`src/sv/sdad_pkg.sv`:
```
// Shared types, constants and delta tables for the SND1 delta audio decoder.
package sdad_pkg;

   localparam int DATA_W    = 8;
   localparam int LEN_W     = 16;
   localparam int REQ_TDATA_W = 40;   // byte + two 16-bit lengths, already whole bytes
   localparam int RSP_TDATA_W = 8;
   localparam int STEP_W    = 6;      // up to 64 samples per byte
   localparam int RUN_W     = 7;      // run counts 1..64
   localparam int DELTA_W   = 5;
   localparam int SUM_W     = 10;

   localparam logic [DATA_W-1:0] PRED_RESET = 8'h80;

   // Header byte modes (top two bits)
   localparam logic [1:0] MODE_TWO_BIT    = 2'd0;
   localparam logic [1:0] MODE_FOUR_BIT   = 2'd1;
   localparam logic [1:0] MODE_DELTA_COPY = 2'd2;
   localparam logic [1:0] MODE_REPEAT     = 2'd3;

   // Controller to datapath commands
   typedef struct packed {
      logic accept;   // input beat taken this cycle
      logic emit;     // produce one sample into the output register
   } cmd_type;

   // Datapath to controller status
   typedef struct packed {
      logic has_samples;  // the beat being offered yields at least one sample
      logic final_step;   // the sample about to be emitted ends this byte
      logic slot_free;    // output register can take a sample
   } stat_type;

   // 2-bit delta table
   function automatic logic signed [DELTA_W-1:0] two_delta(input logic [1:0] idx);
      logic signed [DELTA_W-1:0] d;
      case (idx)
         2'd0:    d = -5'sd2;
         2'd1:    d = -5'sd1;
         2'd2:    d = 5'sd0;
         default: d = 5'sd1;
      endcase
      return d;
   endfunction

   // 4-bit delta table
   function automatic logic signed [DELTA_W-1:0] four_delta(input logic [3:0] idx);
      logic signed [DELTA_W-1:0] d;
      case (idx)
         4'd0:    d = -5'sd9;
         4'd1:    d = -5'sd8;
         4'd2:    d = -5'sd6;
         4'd3:    d = -5'sd5;
         4'd4:    d = -5'sd4;
         4'd5:    d = -5'sd3;
         4'd6:    d = -5'sd2;
         4'd7:    d = -5'sd1;
         4'd8:    d = 5'sd0;
         4'd9:    d = 5'sd1;
         4'd10:   d = 5'sd2;
         4'd11:   d = 5'sd3;
         4'd12:   d = 5'sd4;
         4'd13:   d = 5'sd5;
         4'd14:   d = 5'sd6;
         default: d = 5'sd8;
      endcase
      return d;
   endfunction

endpackage

```
`src/sv/sdad_ctrl.sv`:
```
// Controller: takes input beats and sequences the samples of each byte.
module sdad_ctrl (
   input  logic              clock,
   input  logic              reset,
   input  logic              req_tvalid,
   output logic              req_tready,
   input  sdad_pkg::stat_type stat,
   output sdad_pkg::cmd_type  cmd
);

   typedef enum logic {
      ST_IDLE,
      ST_RUN
   } state_type;

   state_type state_ff, state_in;

   // Next state
   always_comb begin
      state_in = state_ff;
      case (state_ff)
         ST_IDLE: begin
            if (cmd.accept && stat.has_samples) state_in = ST_RUN;
         end
         ST_RUN: begin
            if (cmd.emit && stat.final_step) state_in = ST_IDLE;
         end
         default: state_in = ST_IDLE;
      endcase
   end

   always_ff @(posedge clock) begin
      if (reset) begin
         state_ff <= ST_IDLE;
      end else begin
         state_ff <= state_in;
      end
   end

   // Commands
   assign req_tready = (state_ff == ST_IDLE);
   assign cmd.accept = req_tvalid && req_tready;
   assign cmd.emit   = (state_ff == ST_RUN) && stat.slot_free;

   // A byte that yields samples holds off the next beat
   a_hold_after_accept: assert property (@(posedge clock) disable iff (reset)
      (cmd.accept && stat.has_samples) |=> !req_tready)
      else $error("input taken while samples of previous byte pending");

endmodule

```
`src/sv/sdad_dp.sv`:
```
// Datapath: chunk budgets, run state, predictor, sample arithmetic, output register.
module sdad_dp #(
   parameter int LENGTH_BITS = 16
) (
   input  logic                                clock,
   input  logic                                reset,
   input  logic [sdad_pkg::REQ_TDATA_W-1:0]    req_tdata,
   input  logic                                req_chunk_start,
   input  sdad_pkg::cmd_type                   cmd,
   output sdad_pkg::stat_type                  stat,
   input  logic                                rsp_tready,
   output logic                                rsp_tvalid,
   output logic [sdad_pkg::RSP_TDATA_W-1:0]    rsp_tdata,
   output logic                                rsp_tlast
);

   localparam int DW = sdad_pkg::DATA_W;
   localparam int LW = sdad_pkg::LEN_W;
   localparam int CW = (LENGTH_BITS < LW) ? LENGTH_BITS : LW;

   typedef enum logic [1:0] {
      KIND_HEADER,
      KIND_TWO_BIT,
      KIND_FOUR_BIT,
      KIND_COPY
   } kind_type;

   typedef enum logic [2:0] {
      JOB_NONE,
      JOB_COPY,
      JOB_TWO,
      JOB_FOUR,
      JOB_DELTA,
      JOB_REPEAT
   } job_type;

   // State
   logic [DW-1:0]                  pred_ff, pred_in;
   kind_type                       kind_ff, kind_in;
   logic [sdad_pkg::RUN_W-1:0]     run_left_ff, run_left_in;
   logic [LENGTH_BITS-1:0]         in_left_ff, in_left_in;
   logic [LENGTH_BITS-1:0]         out_left_ff, out_left_in;
   logic                           pass_ff, pass_in;
   job_type                        job_ff, job_in;
   logic [DW-1:0]                  byte_ff, byte_in;
   logic [sdad_pkg::STEP_W-1:0]    step_ff, step_in;
   logic [sdad_pkg::STEP_W-1:0]    step_last_ff, step_last_in;
   logic                           rsp_valid_ff, rsp_valid_in;
   logic [DW-1:0]                  rsp_data_ff, rsp_data_in;
   logic                           rsp_last_ff, rsp_last_in;

   // Input beat fields
   logic [DW-1:0]           in_byte;
   logic [LENGTH_BITS-1:0]  in_ilen, in_olen;
   assign in_byte = req_tdata[DW-1:0];
   assign in_ilen = LENGTH_BITS'(req_tdata[DW+CW-1:DW]);
   assign in_olen = LENGTH_BITS'(req_tdata[DW+LW+CW-1:DW+LW]);

   // State as seen by this beat, after an optional chunk reload
   logic [DW-1:0]               eff_pred;
   kind_type                    eff_kind;
   logic [sdad_pkg::RUN_W-1:0]  eff_run_left, dec_run_left;
   logic [LENGTH_BITS-1:0]      eff_in_left, eff_out_left;
   logic                        eff_pass, live;

   always_comb begin
      if (req_chunk_start) begin
         eff_pred     = sdad_pkg::PRED_RESET;
         eff_kind     = KIND_HEADER;
         eff_run_left = '0;
         eff_in_left  = in_ilen;
         eff_out_left = in_olen;
         eff_pass     = (in_ilen == in_olen);
      end else begin
         eff_pred     = pred_ff;
         eff_kind     = kind_ff;
         eff_run_left = run_left_ff;
         eff_in_left  = in_left_ff;
         eff_out_left = out_left_ff;
         eff_pass     = pass_ff;
      end
      live = (eff_in_left != '0) && (eff_out_left != '0);
      dec_run_left = (eff_run_left != '0) ? eff_run_left - 1'b1 : eff_run_left;
   end

   // Byte decode: job for the byte and the run state it leaves
   job_type                     dec_job;
   kind_type                    dec_kind;
   logic [sdad_pkg::RUN_W-1:0]  dec_run;
   logic [sdad_pkg::STEP_W-1:0] dec_last;
   logic [sdad_pkg::RUN_W-1:0]  hdr_count;
   assign hdr_count = {1'b0, in_byte[5:0]} + 1'b1;

   always_comb begin
      dec_job  = JOB_NONE;
      dec_kind = eff_kind;
      dec_run  = eff_run_left;
      dec_last = '0;
      if (eff_pass) begin
         dec_job = JOB_COPY;
      end else begin
         // data bytes of a run count the run down
         if (eff_kind != KIND_HEADER) begin
            dec_run  = dec_run_left;
            dec_kind = (dec_run_left == '0) ? KIND_HEADER : eff_kind;
         end
         case (eff_kind)
            KIND_TWO_BIT: begin
               dec_job  = JOB_TWO;
               dec_last = sdad_pkg::STEP_W'(3);
            end
            KIND_FOUR_BIT: begin
               dec_job  = JOB_FOUR;
               dec_last = sdad_pkg::STEP_W'(1);
            end
            KIND_COPY: dec_job = JOB_COPY;
            default: begin
               dec_kind = KIND_HEADER;
               dec_run  = '0;
               case (in_byte[7:6])
                  sdad_pkg::MODE_TWO_BIT: begin
                     dec_kind = KIND_TWO_BIT;
                     dec_run  = hdr_count;
                  end
                  sdad_pkg::MODE_FOUR_BIT: begin
                     dec_kind = KIND_FOUR_BIT;
                     dec_run  = hdr_count;
                  end
                  sdad_pkg::MODE_DELTA_COPY: begin
                     if (in_byte[5]) begin
                        dec_job = JOB_DELTA;
                     end else begin
                        dec_kind = KIND_COPY;
                        dec_run  = hdr_count;
                     end
                  end
                  default: begin
                     // repeat mode
                     dec_job  = JOB_REPEAT;
                     dec_last = in_byte[5:0];
                  end
               endcase
            end
         endcase
      end
   end

   // Sample arithmetic for the current step
   logic signed [sdad_pkg::DELTA_W-1:0] delta;
   logic signed [sdad_pkg::SUM_W-1:0]   sum;
   logic [DW-1:0]                       clamped, sample;
   logic [DW-1:0]                       two_shift;

   always_comb begin
      two_shift = byte_ff >> {step_ff[1:0], 1'b0};
      case (job_ff)
         JOB_TWO:   delta = sdad_pkg::two_delta(two_shift[1:0]);
         JOB_FOUR:  delta = sdad_pkg::four_delta(step_ff[0] ? byte_ff[7:4] : byte_ff[3:0]);
         JOB_DELTA: delta = byte_ff[4:0];
         default:   delta = '0;
      endcase
      sum = $signed({2'b00, pred_ff}) + sdad_pkg::SUM_W'(delta);
      if (sum[sdad_pkg::SUM_W-1])  clamped = '0;
      else if (sum[DW])            clamped = '1;
      else                         clamped = sum[DW-1:0];
      case (job_ff)
         JOB_COPY:   sample = byte_ff;
         JOB_REPEAT: sample = pred_ff;
         default:    sample = clamped;
      endcase
   end

   // Status
   assign stat.has_samples = live && (dec_job != JOB_NONE);
   assign stat.final_step  = (step_ff == step_last_ff) || (out_left_ff == LENGTH_BITS'(1));
   assign stat.slot_free   = !rsp_valid_ff || rsp_tready;

   // Next state
   always_comb begin
      pred_in      = pred_ff;
      kind_in      = kind_ff;
      run_left_in  = run_left_ff;
      in_left_in   = in_left_ff;
      out_left_in  = out_left_ff;
      pass_in      = pass_ff;
      job_in       = job_ff;
      byte_in      = byte_ff;
      step_in      = step_ff;
      step_last_in = step_last_ff;
      rsp_valid_in = rsp_valid_ff && !rsp_tready;
      rsp_data_in  = rsp_data_ff;
      rsp_last_in  = rsp_last_ff;
      if (cmd.accept) begin
         pred_in     = eff_pred;
         kind_in     = eff_kind;
         run_left_in = eff_run_left;
         in_left_in  = eff_in_left;
         out_left_in = eff_out_left;
         pass_in     = eff_pass;
         if (live) begin
            in_left_in   = eff_in_left - 1'b1;
            kind_in      = dec_kind;
            run_left_in  = dec_run;
            job_in       = dec_job;
            byte_in      = in_byte;
            step_in      = '0;
            step_last_in = dec_last;
         end
      end else if (cmd.emit) begin
         if (job_ff != JOB_REPEAT) pred_in = sample;
         out_left_in  = out_left_ff - 1'b1;
         step_in      = step_ff + 1'b1;
         rsp_valid_in = 1'b1;
         rsp_data_in  = sample;
         rsp_last_in  = stat.final_step;
         if (stat.final_step) step_in = '0;
      end
   end

   // Control state is reset; payload registers are not
   always_ff @(posedge clock) begin
      if (reset) begin
         pred_ff      <= sdad_pkg::PRED_RESET;
         kind_ff      <= KIND_HEADER;
         run_left_ff  <= '0;
         in_left_ff   <= '0;
         out_left_ff  <= '0;
         pass_ff      <= 1'b0;
         job_ff       <= JOB_NONE;
         step_ff      <= '0;
         step_last_ff <= '0;
         rsp_valid_ff <= 1'b0;
      end else begin
         pred_ff      <= pred_in;
         kind_ff      <= kind_in;
         run_left_ff  <= run_left_in;
         in_left_ff   <= in_left_in;
         out_left_ff  <= out_left_in;
         pass_ff      <= pass_in;
         job_ff       <= job_in;
         step_ff      <= step_in;
         step_last_ff <= step_last_in;
         rsp_valid_ff <= rsp_valid_in;
      end
   end

   always_ff @(posedge clock) begin
      byte_ff     <= byte_in;
      rsp_data_ff <= rsp_data_in;
      rsp_last_ff <= rsp_last_in;
   end

   assign rsp_tvalid = rsp_valid_ff;
   assign rsp_tdata  = rsp_data_ff;
   assign rsp_tlast  = rsp_last_ff;

   // Checks
   a_emit_slot: assert property (@(posedge clock) disable iff (reset)
      cmd.emit |-> stat.slot_free)
      else $error("sample emitted over an untaken result");

   a_budget: assert property (@(posedge clock) disable iff (reset)
      cmd.emit |-> (out_left_ff != '0))
      else $error("sample emitted past the chunk output length");

   a_step_range: assert property (@(posedge clock) disable iff (reset)
      step_ff <= step_last_ff)
      else $error("step counter ran past the last sample of the byte");

endmodule

```
`src/sv/snd1_delta_audio_decoder.sv`:
```
// Top level of the SND1 delta audio decoder: controller plus datapath.
//
//  Channel   Dir  Ports                    Content
//  req       in   req_tdata / req_tuser    data_byte, chunk_in_len, chunk_out_len / chunk_start
//  rsp       out  rsp_tdata / rsp_tlast    sample / last_of_byte
//
// A byte is taken first and then yields its samples, one per cycle while the output
// register is free: header bytes none, copy and delta bytes one, 4-bit bytes two,
// 2-bit bytes four, repeat headers up to 64. A byte's samples all go out before the next beat.
// Reset (synchronous, active high) sets the predictor to 128 and clears the
// budgets. A stalled result holds the output register and pauses sample
// generation; the next beat is taken while the last sample still waits.
module snd1_delta_audio_decoder #(
   parameter int LENGTH_BITS = 16
) (
   input  logic                              clock,
   input  logic                              reset,
   input  logic                              req_tvalid,
   output logic                              req_tready,
   // [7:0] data_byte, [23:8] chunk_in_len, [39:24] chunk_out_len
   input  logic [sdad_pkg::REQ_TDATA_W-1:0]  req_tdata,
   // [0] chunk_start
   input  logic [0:0]                        req_tuser,
   output logic                              rsp_tvalid,
   input  logic                              rsp_tready,
   // [7:0] sample
   output logic [sdad_pkg::RSP_TDATA_W-1:0]  rsp_tdata,
   output logic                              rsp_tlast
);

   sdad_pkg::cmd_type  cmd;
   sdad_pkg::stat_type stat;

   sdad_ctrl u_ctrl (
      .clock      (clock),
      .reset      (reset),
      .req_tvalid (req_tvalid),
      .req_tready (req_tready),
      .stat       (stat),
      .cmd        (cmd)
   );

   sdad_dp #(
      .LENGTH_BITS (LENGTH_BITS)
   ) u_dp (
      .clock           (clock),
      .reset           (reset),
      .req_tdata       (req_tdata),
      .req_chunk_start (req_tuser[0]),
      .cmd             (cmd),
      .stat            (stat),
      .rsp_tready      (rsp_tready),
      .rsp_tvalid      (rsp_tvalid),
      .rsp_tdata       (rsp_tdata),
      .rsp_tlast       (rsp_tlast)
   );

endmodule
```
`config.mk`:
```
export PLATFORM = sky130hd
export DESIGN_NAME = snd1_delta_audio_decoder
export DESIGN_NICKNAME = d
export VERILOG_FILES = /design/src/sv/sdad_pkg.sv /design/src/sv/sdad_ctrl.sv /design/src/sv/sdad_dp.sv /design/src/sv/snd1_delta_audio_decoder.sv
export SDC_FILE = /design/constraint.sdc
export NUM_CORES = 1
export LEC_CHECK = 0
export BUFFER_PORTS_ARGS = -buffer_cell sky130_fd_sc_hd__buf_2
export CAP_MARGIN = 5
export CORE_MARGIN = 10
export CORE_UTILIZATION = 40
export DETAILED_ROUTE_END_ITERATION = 8
export GPL_TIMING_DRIVEN = 0
export PLACE_DENSITY_LB_ADDON = 0.25
export SLEW_MARGIN = 10
export SYNTH_ARGS = -nofsm -noshare
export SYNTH_HDL_FRONTEND = slang
export SYNTH_SLANG_ARGS = --single-unit
```
`constraint.sdc`:
```
create_clock -name clock -period 6.9 [get_ports clock]
set_input_delay 1.035 -clock clock [delete_from_list [all_inputs] [get_ports clock]]
set_output_delay 1.035 -clock clock [all_outputs]
set_load 0.02 [all_outputs]
```
==> run_results.csv, run 1 <==
group,metric,value,unit
outcome,status,"finished clean",
clock_network,cts_setup_buffers,0,
timing,relSlewSlack,0.374,
timing,fmax,0.239,GHz
timing,post-route-min-period,4.18,ns
timing,rsz0062_at_grt,"false",
drt,drt_pass1_iterations,5,
global_routing,grt_pass1_vias,5760,
logic_synthesis,synth.avg_cell_area,8.40,um2
pwr,p_leak,2.60,nW
pwr,p_total,1.58,mW
logic_synthesis,post_synth_num_cell_types,76,
clock_network,cts_hold_buf,0,
logic_synthesis,synth_fp_nets,773,
finish,post-route-util,0.465,
die,num_rows,44,
pwr,clkPwrFrac,0.364,
die,initial_core_util,0.406,
drt,via_count,5846,
worst_setup_path,r2r-start,"u_dp.step_ff[0]",
hold_path,hp-class,"reg2reg",
drt,viasPerCell,6.12,
die,die_area,0.0200,mm2
drt,routed_wl,18600,um
die,core-area,0.0145,mm2
logic_synthesis,post_synth_instance_area,0.00588,mm2
clock_network,h-tree-depth,3,
clock_network,clk_path_buf_depth,2,
drt,drc,0,
global_routing,antenna_found_initial,0,
run,maxCapViolations,0,
logic_synthesis,synth_seq_cells,84,
worst_setup_path,crit_chain,"buf_2 -> mux2i_1 -> inv_1 -> ha_1 -> a21oi_1 -> a21oi_1 -> and3_1 -> fa_1 -> nor2b_1 -> o2111ai_1 -> a311oi_1 -> or3_1 -> nand2_1 -> o21ai_0 -> o31ai_1",
logic_synthesis,synth_top_area_cell,"dfxtp_1",
logic_synthesis,ys_warn_count,0,
die,die_h,141,um
timing,setup-tns-final,0,ns
pwr,p_int,1.07,mW
finish,area.growth.synth_to_final,14.6,%
timing,final-setup-viol-count,0,
logic_synthesis,synth_top_cell_area_share,0.228,
worst_setup_path,crit_top_cell,"a21oi_1",
worst_setup_path,timing.critical_path.buf_inv,2,
worst_setup_path,end_kind,"flop",
global_routing,track_usage,0.183,
worst_setup_path,cp_slowest_cell,"mux2i_1",
worst_setup_path,r2r_setup_slack,2.72,ns
placed_design,dp.final_hpwl,14200,um
worst_setup_path,cp.arrival,4.25,ns
pwr,ir_worst_vdd,146,uV
timing,worst-slew-pin-transition,0.939,ns
clock_network,cts_tree,"built",
die,fp.dieW,141,um
logic_synthesis,synth_ff_type,"dfxtp_1",
pwr,power_frac_comb,0.266,
timing,period_share,0.605,
worst_setup_path,cp_top_family,"compound AO/OA/AOI/OAI gates",
global_routing,grt-ovfl-total,0,
worst_setup_path,cp.required,6.97,ns
die,io_pins,56,
clock_network,cts_resized,0,
clock_network,cts.sinks,84,
global_routing,grt_start_max_net_pins,19,
worst_setup_path,criticalPathCategory,"reg2reg",
drt,postRouteAntennaNets,0,
timing,fin_skew,0.00916,ns
logic_synthesis,synth_cells,700,
hold_path,hold_end,"u_dp.in_left_ff[0]",
worst_setup_path,start_kind,"flop",
pwr,p_sw,0.510,mW
finish,antenna_cells,0,
clock_network,clk_latency,0.35,ns
worst_setup_path,crit_fanout,10,
logic_synthesis,async_flop_share,0,
logic_synthesis,synth_edf_count,17,
worst_setup_path,r2r-end,"u_dp.rsp_tdata[7]",
timing,hold_viol,0,
pwr,switching_share,0.323,
clock_network,clock-root-buffer,"clkbuf_16",
logic_synthesis,yosysSeqAreaShare,0.315,
drt,drt-initial-drc-count,551,
drt,wl_per_cell,19.5,um
logic_synthesis,yosys-top-cells-area,"dfxtp_1 (23%), edfxtp_1 (8.7%), ha_1 (5.7%)",
pwr,p_seq_frac,0.369,
clock_network,cts.reportedPaths.clkPinSlew,0.07,ns
worst_setup_path,slowest_delay,0.46,ns
clock_network,numCtsBuffers,9,
worst_setup_path,rr_worst_depth,15,
placed_design,gp_congestion,0.947,
timing,slew_violations,0,
hold_path,min-delay-start,"u_dp.in_left_ff[0]",
pwr,power.density,235,mW/mm2
placed_design,io_buffers,55,
finish,nets,839,
hold_path,whs_path_depth,2,
global_routing,grt_pass1_wl,30000,um
finish,drive_above_1_share,0.137,
## how the worst max path moves through the flow
stage,from,end,slack [ns],depth (start not counted)
6_report,u_dp.step_ff[0],u_dp.rsp_tdata[7],2.72,15
3_5_place_dp,u_dp.step_ff[0],u_dp.rsp_tdata[7],2.79,16
3_3_place_gp,req_tuser,u_dp.kind_ff[1],2.81,14
2_1_floorplan,u_dp.step_ff[0],u_dp.rsp_tdata[7],3.35,15
4_1_cts,u_dp.step_ff[0],u_dp.rsp_tdata[7],2.76,16
5_1_grt,u_dp.step_ff[0],u_dp.rsp_tdata[7],2.35,15
## power groups by stage
| stage | registers, mW | logic, mW | clock network (mW) |
|---|---|---|---|
| floorplan | 0.587 | 0.290 | 0 |
| global placement | 0.591 | 0.400 | 0 |
| detailed placement | 0.593 | 0.412 | 0 |
| CTS | 0.582 | 0.415 | 0.586 |
| global route | 0.588 | 0.466 | 0.603 |
| finish | 0.584 | 0.421 | 0.576 |
## sequential cells by signal, summed over array words and instances, names as in the netlist
name / flops
u_dp.in_left_ff: 16
u_dp.out_left_ff: 16
u_dp.byte_ff: 8
u_dp.pred_ff: 8
u_dp.rsp_tdata: 8
u_dp.run_left_ff: 7
u_dp.step_ff: 6
u_dp.step_last_ff: 6
u_dp.job_ff: 3
u_dp.kind_ff: 2
u_ctrl.state_ff: 1
u_dp.pass_ff: 1
u_dp.rsp_tlast: 1
u_dp.rsp_tvalid: 1
## logic make-up after synthesis
group,after synthesis,synth area share
xor gates and xnor gates,37,0.0551
DFF,84,0.315
AOI/OAI and AO/OA,201,0.228
buffers and inverters,62,0.0466
and+or+nand+nor,249,0.222
adders and majority gates,28,0.0609
muxes,39,0.0730
## stage by stage
| step | hold slack, ns | std cells | worst slack, ns | instance area, um2 |
|---|---|---|---|---|
| 3_5_place_dp | 0.452 | 939 | 2.79 | 6390 |
| 5_1_grt | 0.481 | 955 | 2.35 | 6740 |
| 2_1_floorplan | 0.431 | 700 | 3.35 | 5880 |
| 6_report | 0.458 | 955 | 2.72 | 6740 |
| 3_3_place_gp | 0.444 | 939 | 2.81 | 6390 |
| 4_1_cts | 0.462 | 955 | 2.76 | 6740 |
## metal layers
metal,global-route usage,wire (um),part of all wire,vias up
met5,0,0,0,-
met4,0.0641,373,0.020,0
met3,0.0367,996,0.053,32
met2,0.303,8990,0.48,199
met1,0.231,8270,0.44,2832
li1,-,-,-,2783
## area by class of cell
type                       count  area, um2
clock buffer                  11        243
sequential                    84       1850
timing repair buffer          55        275
clock inverter                 5        108
inverter                      25       98.8
multi-input combinational    554       3750
tap                          184        230
buffer                        37        175
fill                        1416       7740
## worst reg2reg max path: stages, from the launching register on
cell	delay [ns]
dfxtp_1	0.34
buf_2	0.27
mux2i_1	0.46
inv_1	0.20
ha_1	0.22
a21oi_1	0.16
a21oi_1	0.09
and3_1	0.22
fa_1	0.44
nor2b_1	0.18
o2111ai_1	0.15
a311oi_1	0.37
or3_1	0.18
nand2_1	0.13
o21ai_0	0.33
o31ai_1	0.17
## placed cells by master (no fill, tap or decap), types with 8 or more instances in the layout
cell        n
nor3_1     16
inv_1      24
nand4_1     8
a22o_1     10
o211ai_1    9
o21ai_0    35
xor2_1      8
mux2_2     11
nand2_1    70
nor2_1     47
a31oi_1    18
edfxtp_1   17
dfxtp_1    67
clkbuf_16   9
buf_2      60
ha_1       27
xnor2_1    29
a311oi_1    8
or3_1      14
clkbuf_1   25
a22oi_1     9
a21oi_1    54
nor4_1     14
nand3_1    26
mux2i_1    26
## synthesized netlist by cell type (all sizes together), types with 17 or more instances
cell type  number
o21ai          37
mux2i          26
edfxtp         17
ha             27
nor2           50
clkbuf         24
nand3          26
a31oi          18
nand2          71
xnor2          29
a21oi          55
inv            25
dfxtp          67
No activity file was read; power rests on OpenSTA's default activity.
==> run 2: changes to the inputs <==
==> constraint.sdc (replaced) <==
create_clock -name clock -period 4.3 [get_ports clock]
set_input_delay 0.645 -clock clock [delete_from_list [all_inputs] [get_ports clock]]
set_output_delay 0.645 -clock clock [all_outputs]
set_load 0.02 [all_outputs]
==> run_results.csv, run 2 (synthesized netlist as in run 1, its figures left out) <==
group,metric,value,unit
outcome,status,"finished clean",
die,core-area,0.0145,mm2
worst_setup_path,criticalPathCategory,"reg2reg",
worst_setup_path,cp.arrival,4.01,ns
clock_network,h-tree-depth,3,
worst_setup_path,cp.required,4.38,ns
finish,post-route-util,0.467,
finish,mostFrequentLayoutCell,"nand2_1",
timing,rsz0062_at_grt,"false",
timing,worst-slew-pin-transition,0.916,ns
clock_network,cts.sinks,84,
timing,final-setup-viol-count,0,
global_routing,grtUsageMet2,0.303,
pwr,ir_worst_vdd,239,uV
placed_design,gp_congestion,0.947,
worst_setup_path,r2r-end,"u_dp.rsp_tdata[4]",
worst_setup_path,crit_fanout,10,
worst_setup_path,end_kind,"flop",
hold_path,hp-class,"reg2reg",
finish,instances_no_fill,955,
timing,fmax,0.254,GHz
die,initial_core_util,0.406,
worst_setup_path,slowest_delay,0.42,ns
placed_design,place_ws,0.193,ns
pwr,p_total,2.55,mW
placed_design,dp.cells,939,
pwr,power.density,376,mW/mm2
global_routing,grt_pass1_wl,30000,um
run,maxCapViolations,0,
clock_network,clk_path_buf_depth,2,
clock_network,cts_setup_buffers,0,
global_routing,grt_pass1_vias,5760,
die,die_area,0.0200,mm2
worst_setup_path,start_kind,"flop",
global_routing,grt_start_max_net_pins,19,
timing,relSlewSlack,0.389,
clock_network,cts.reportedPaths.clkPinSlew,0.06,ns
drt,viasPerCell,6.11,
placed_design,dp.final_hpwl,14200,um
clock_network,numCtsBuffers,9,
clock_network,cts_hold_buf,0,
timing,period_share,0.914,
global_routing,met3_usage,0.0367,
drt,routed_wl,18600,um
worst_setup_path,cp_slowest_cell,"mux2i_1",
drt,drt_pass1_iterations,5,
worst_setup_path,r2r_setup_slack,0.37,ns
finish,design_area,0.00677,mm2
finish,area.growth.synth_to_final,15.1,%
global_routing,grt_use_met1,0.231,
hold_path,hold_end,"u_dp.in_left_ff[0]",
drt,wl_per_cell,19.5,um
global_routing,track_usage,0.183,
finish,mostFrequentLayoutCells,"nand2_1 (70), dfxtp_1 (67), buf_2 (59)",
worst_setup_path,rr_worst_depth,15,
timing,whs,0.460,ns
drt,drt-initial-drc-count,468,
die,fp.dieW,141,um
worst_setup_path,crit_top_cell,"nand2_1",
global_routing,grt-ovfl-total,0,
drt,via_count,5839,
die,die_h,141,um
clock_network,cts_tree,"built",
die,io_pins,56,
hold_path,whs_path_depth,2,
finish,antenna_cells,0,
global_routing,antenna_found_initial,0,
worst_setup_path,crit_chain,"clkbuf_4 -> mux2i_1 -> and4b_1 -> o211ai_1 -> nand3_1 -> ha_1 -> inv_1 -> fa_1 -> nor2b_1 -> o2111ai_1 -> a311oi_1 -> or3_1 -> nand2_1 -> o21ai_0 -> nand2_1",
drt,postRouteAntennaNets,0,
worst_setup_path,r2r-start,"u_dp.step_ff[0]",
timing,setup_ws,0.368,ns
pwr,p_leak,2.61,nW
clock_network,clk_latency,0.35,ns
die,num_rows,44,
clock_network,clock-root-buffer,"clkbuf_16",
timing,post-route-min-period,3.93,ns
finish,nets,839,
finish,reg_top3,"u_dp.in_left_ff x16, u_dp.out_left_ff x16",
global_routing,globalRoute.busiestLayer,"met2",
finish,drive_above_1_share,0.143,
drt,drc,0,
timing,slew_violations,0,
timing,hold_viol,0,
timing,fin_skew,0.00891,ns
placed_design,io_buffers,55,
hold_path,min-delay-start,"u_dp.in_left_ff[0]",
worst_setup_path,cp_top_family,"simple AND/OR/NAND/NOR gates",
worst_setup_path,timing.critical_path.buf_inv,2,
placed_design,placed_area,0.00639,mm2
timing,setup-tns-final,0,ns
[run 2: cell count changes in the layout (fill, tap and decap cells not counted), sizes merged]
cell    change
buf         -1
clkbuf      +1
[run 2: power breakdown]
group          switching, mW  total [mW]  internal, mW  leakage [nW]
combinational          0.425       0.684         0.259          1.73
sequential            0.0617       0.938         0.876         0.708
clock                  0.337       0.924         0.587         0.170
[run 2: layout make-up]
class	count	area, um2
inverters	25	98.8
multi-input cells	554	3780
plain buffers	37	180
clock buffers	11	243
well taps	184	230
flip-flops and latches	84	1850
repair buffers	55	275
fillers	1410	7710
clock inverters	5	108
[run 2: how the worst max path moves through the flow]
| stage | start | to | slack (ns) | depth (start not counted) |
|---|---|---|---|---|
| floorplan | u_dp.step_ff[0] | u_dp.rsp_tdata[7] | 0.75 | 15 |
| global placement | u_dp.step_ff[0] | u_dp.rsp_tdata[7] | 0.24 | 17 |
| detailed placement | u_dp.step_ff[0] | u_dp.rsp_tdata[7] | 0.19 | 16 |
| CTS | u_dp.step_ff[0] | u_dp.rsp_tdata[7] | 0.16 | 16 |
| global route | u_dp.step_ff[0] | u_dp.rsp_tdata[4] | 0.04 | 15 |
| finish | u_dp.step_ff[0] | u_dp.rsp_tdata[4] | 0.37 | 15 |
[run 2: worst register-to-register path, cell delays in order (launching register included)]
cell and delay (ns):
dfxtp_1 0.34, clkbuf_4 0.26, mux2i_1 0.42, and4b_1 0.33
o211ai_1 0.12, nand3_1 0.10, ha_1 0.17, inv_1 0.05
fa_1 0.40, nor2b_1 0.17, o2111ai_1 0.15, a311oi_1 0.37
or3_1 0.18, nand2_1 0.14, o21ai_0 0.31, nand2_1 0.13
[run 2: per-layer routing]
layer | vias to the layer above | wire [um]
met5 | - | 0
met4 | 0 | 366
met3 | 33 | 967
met2 | 199 | 9020
met1 | 2826 | 8280
li1 | 2781 | -
[run 2: what timing repair did]
item / CTS / global route
resized for setup: 0 / 10
endpoints found under the hold margin: 0 / 0
setup endpoints to repair: 0 / 13
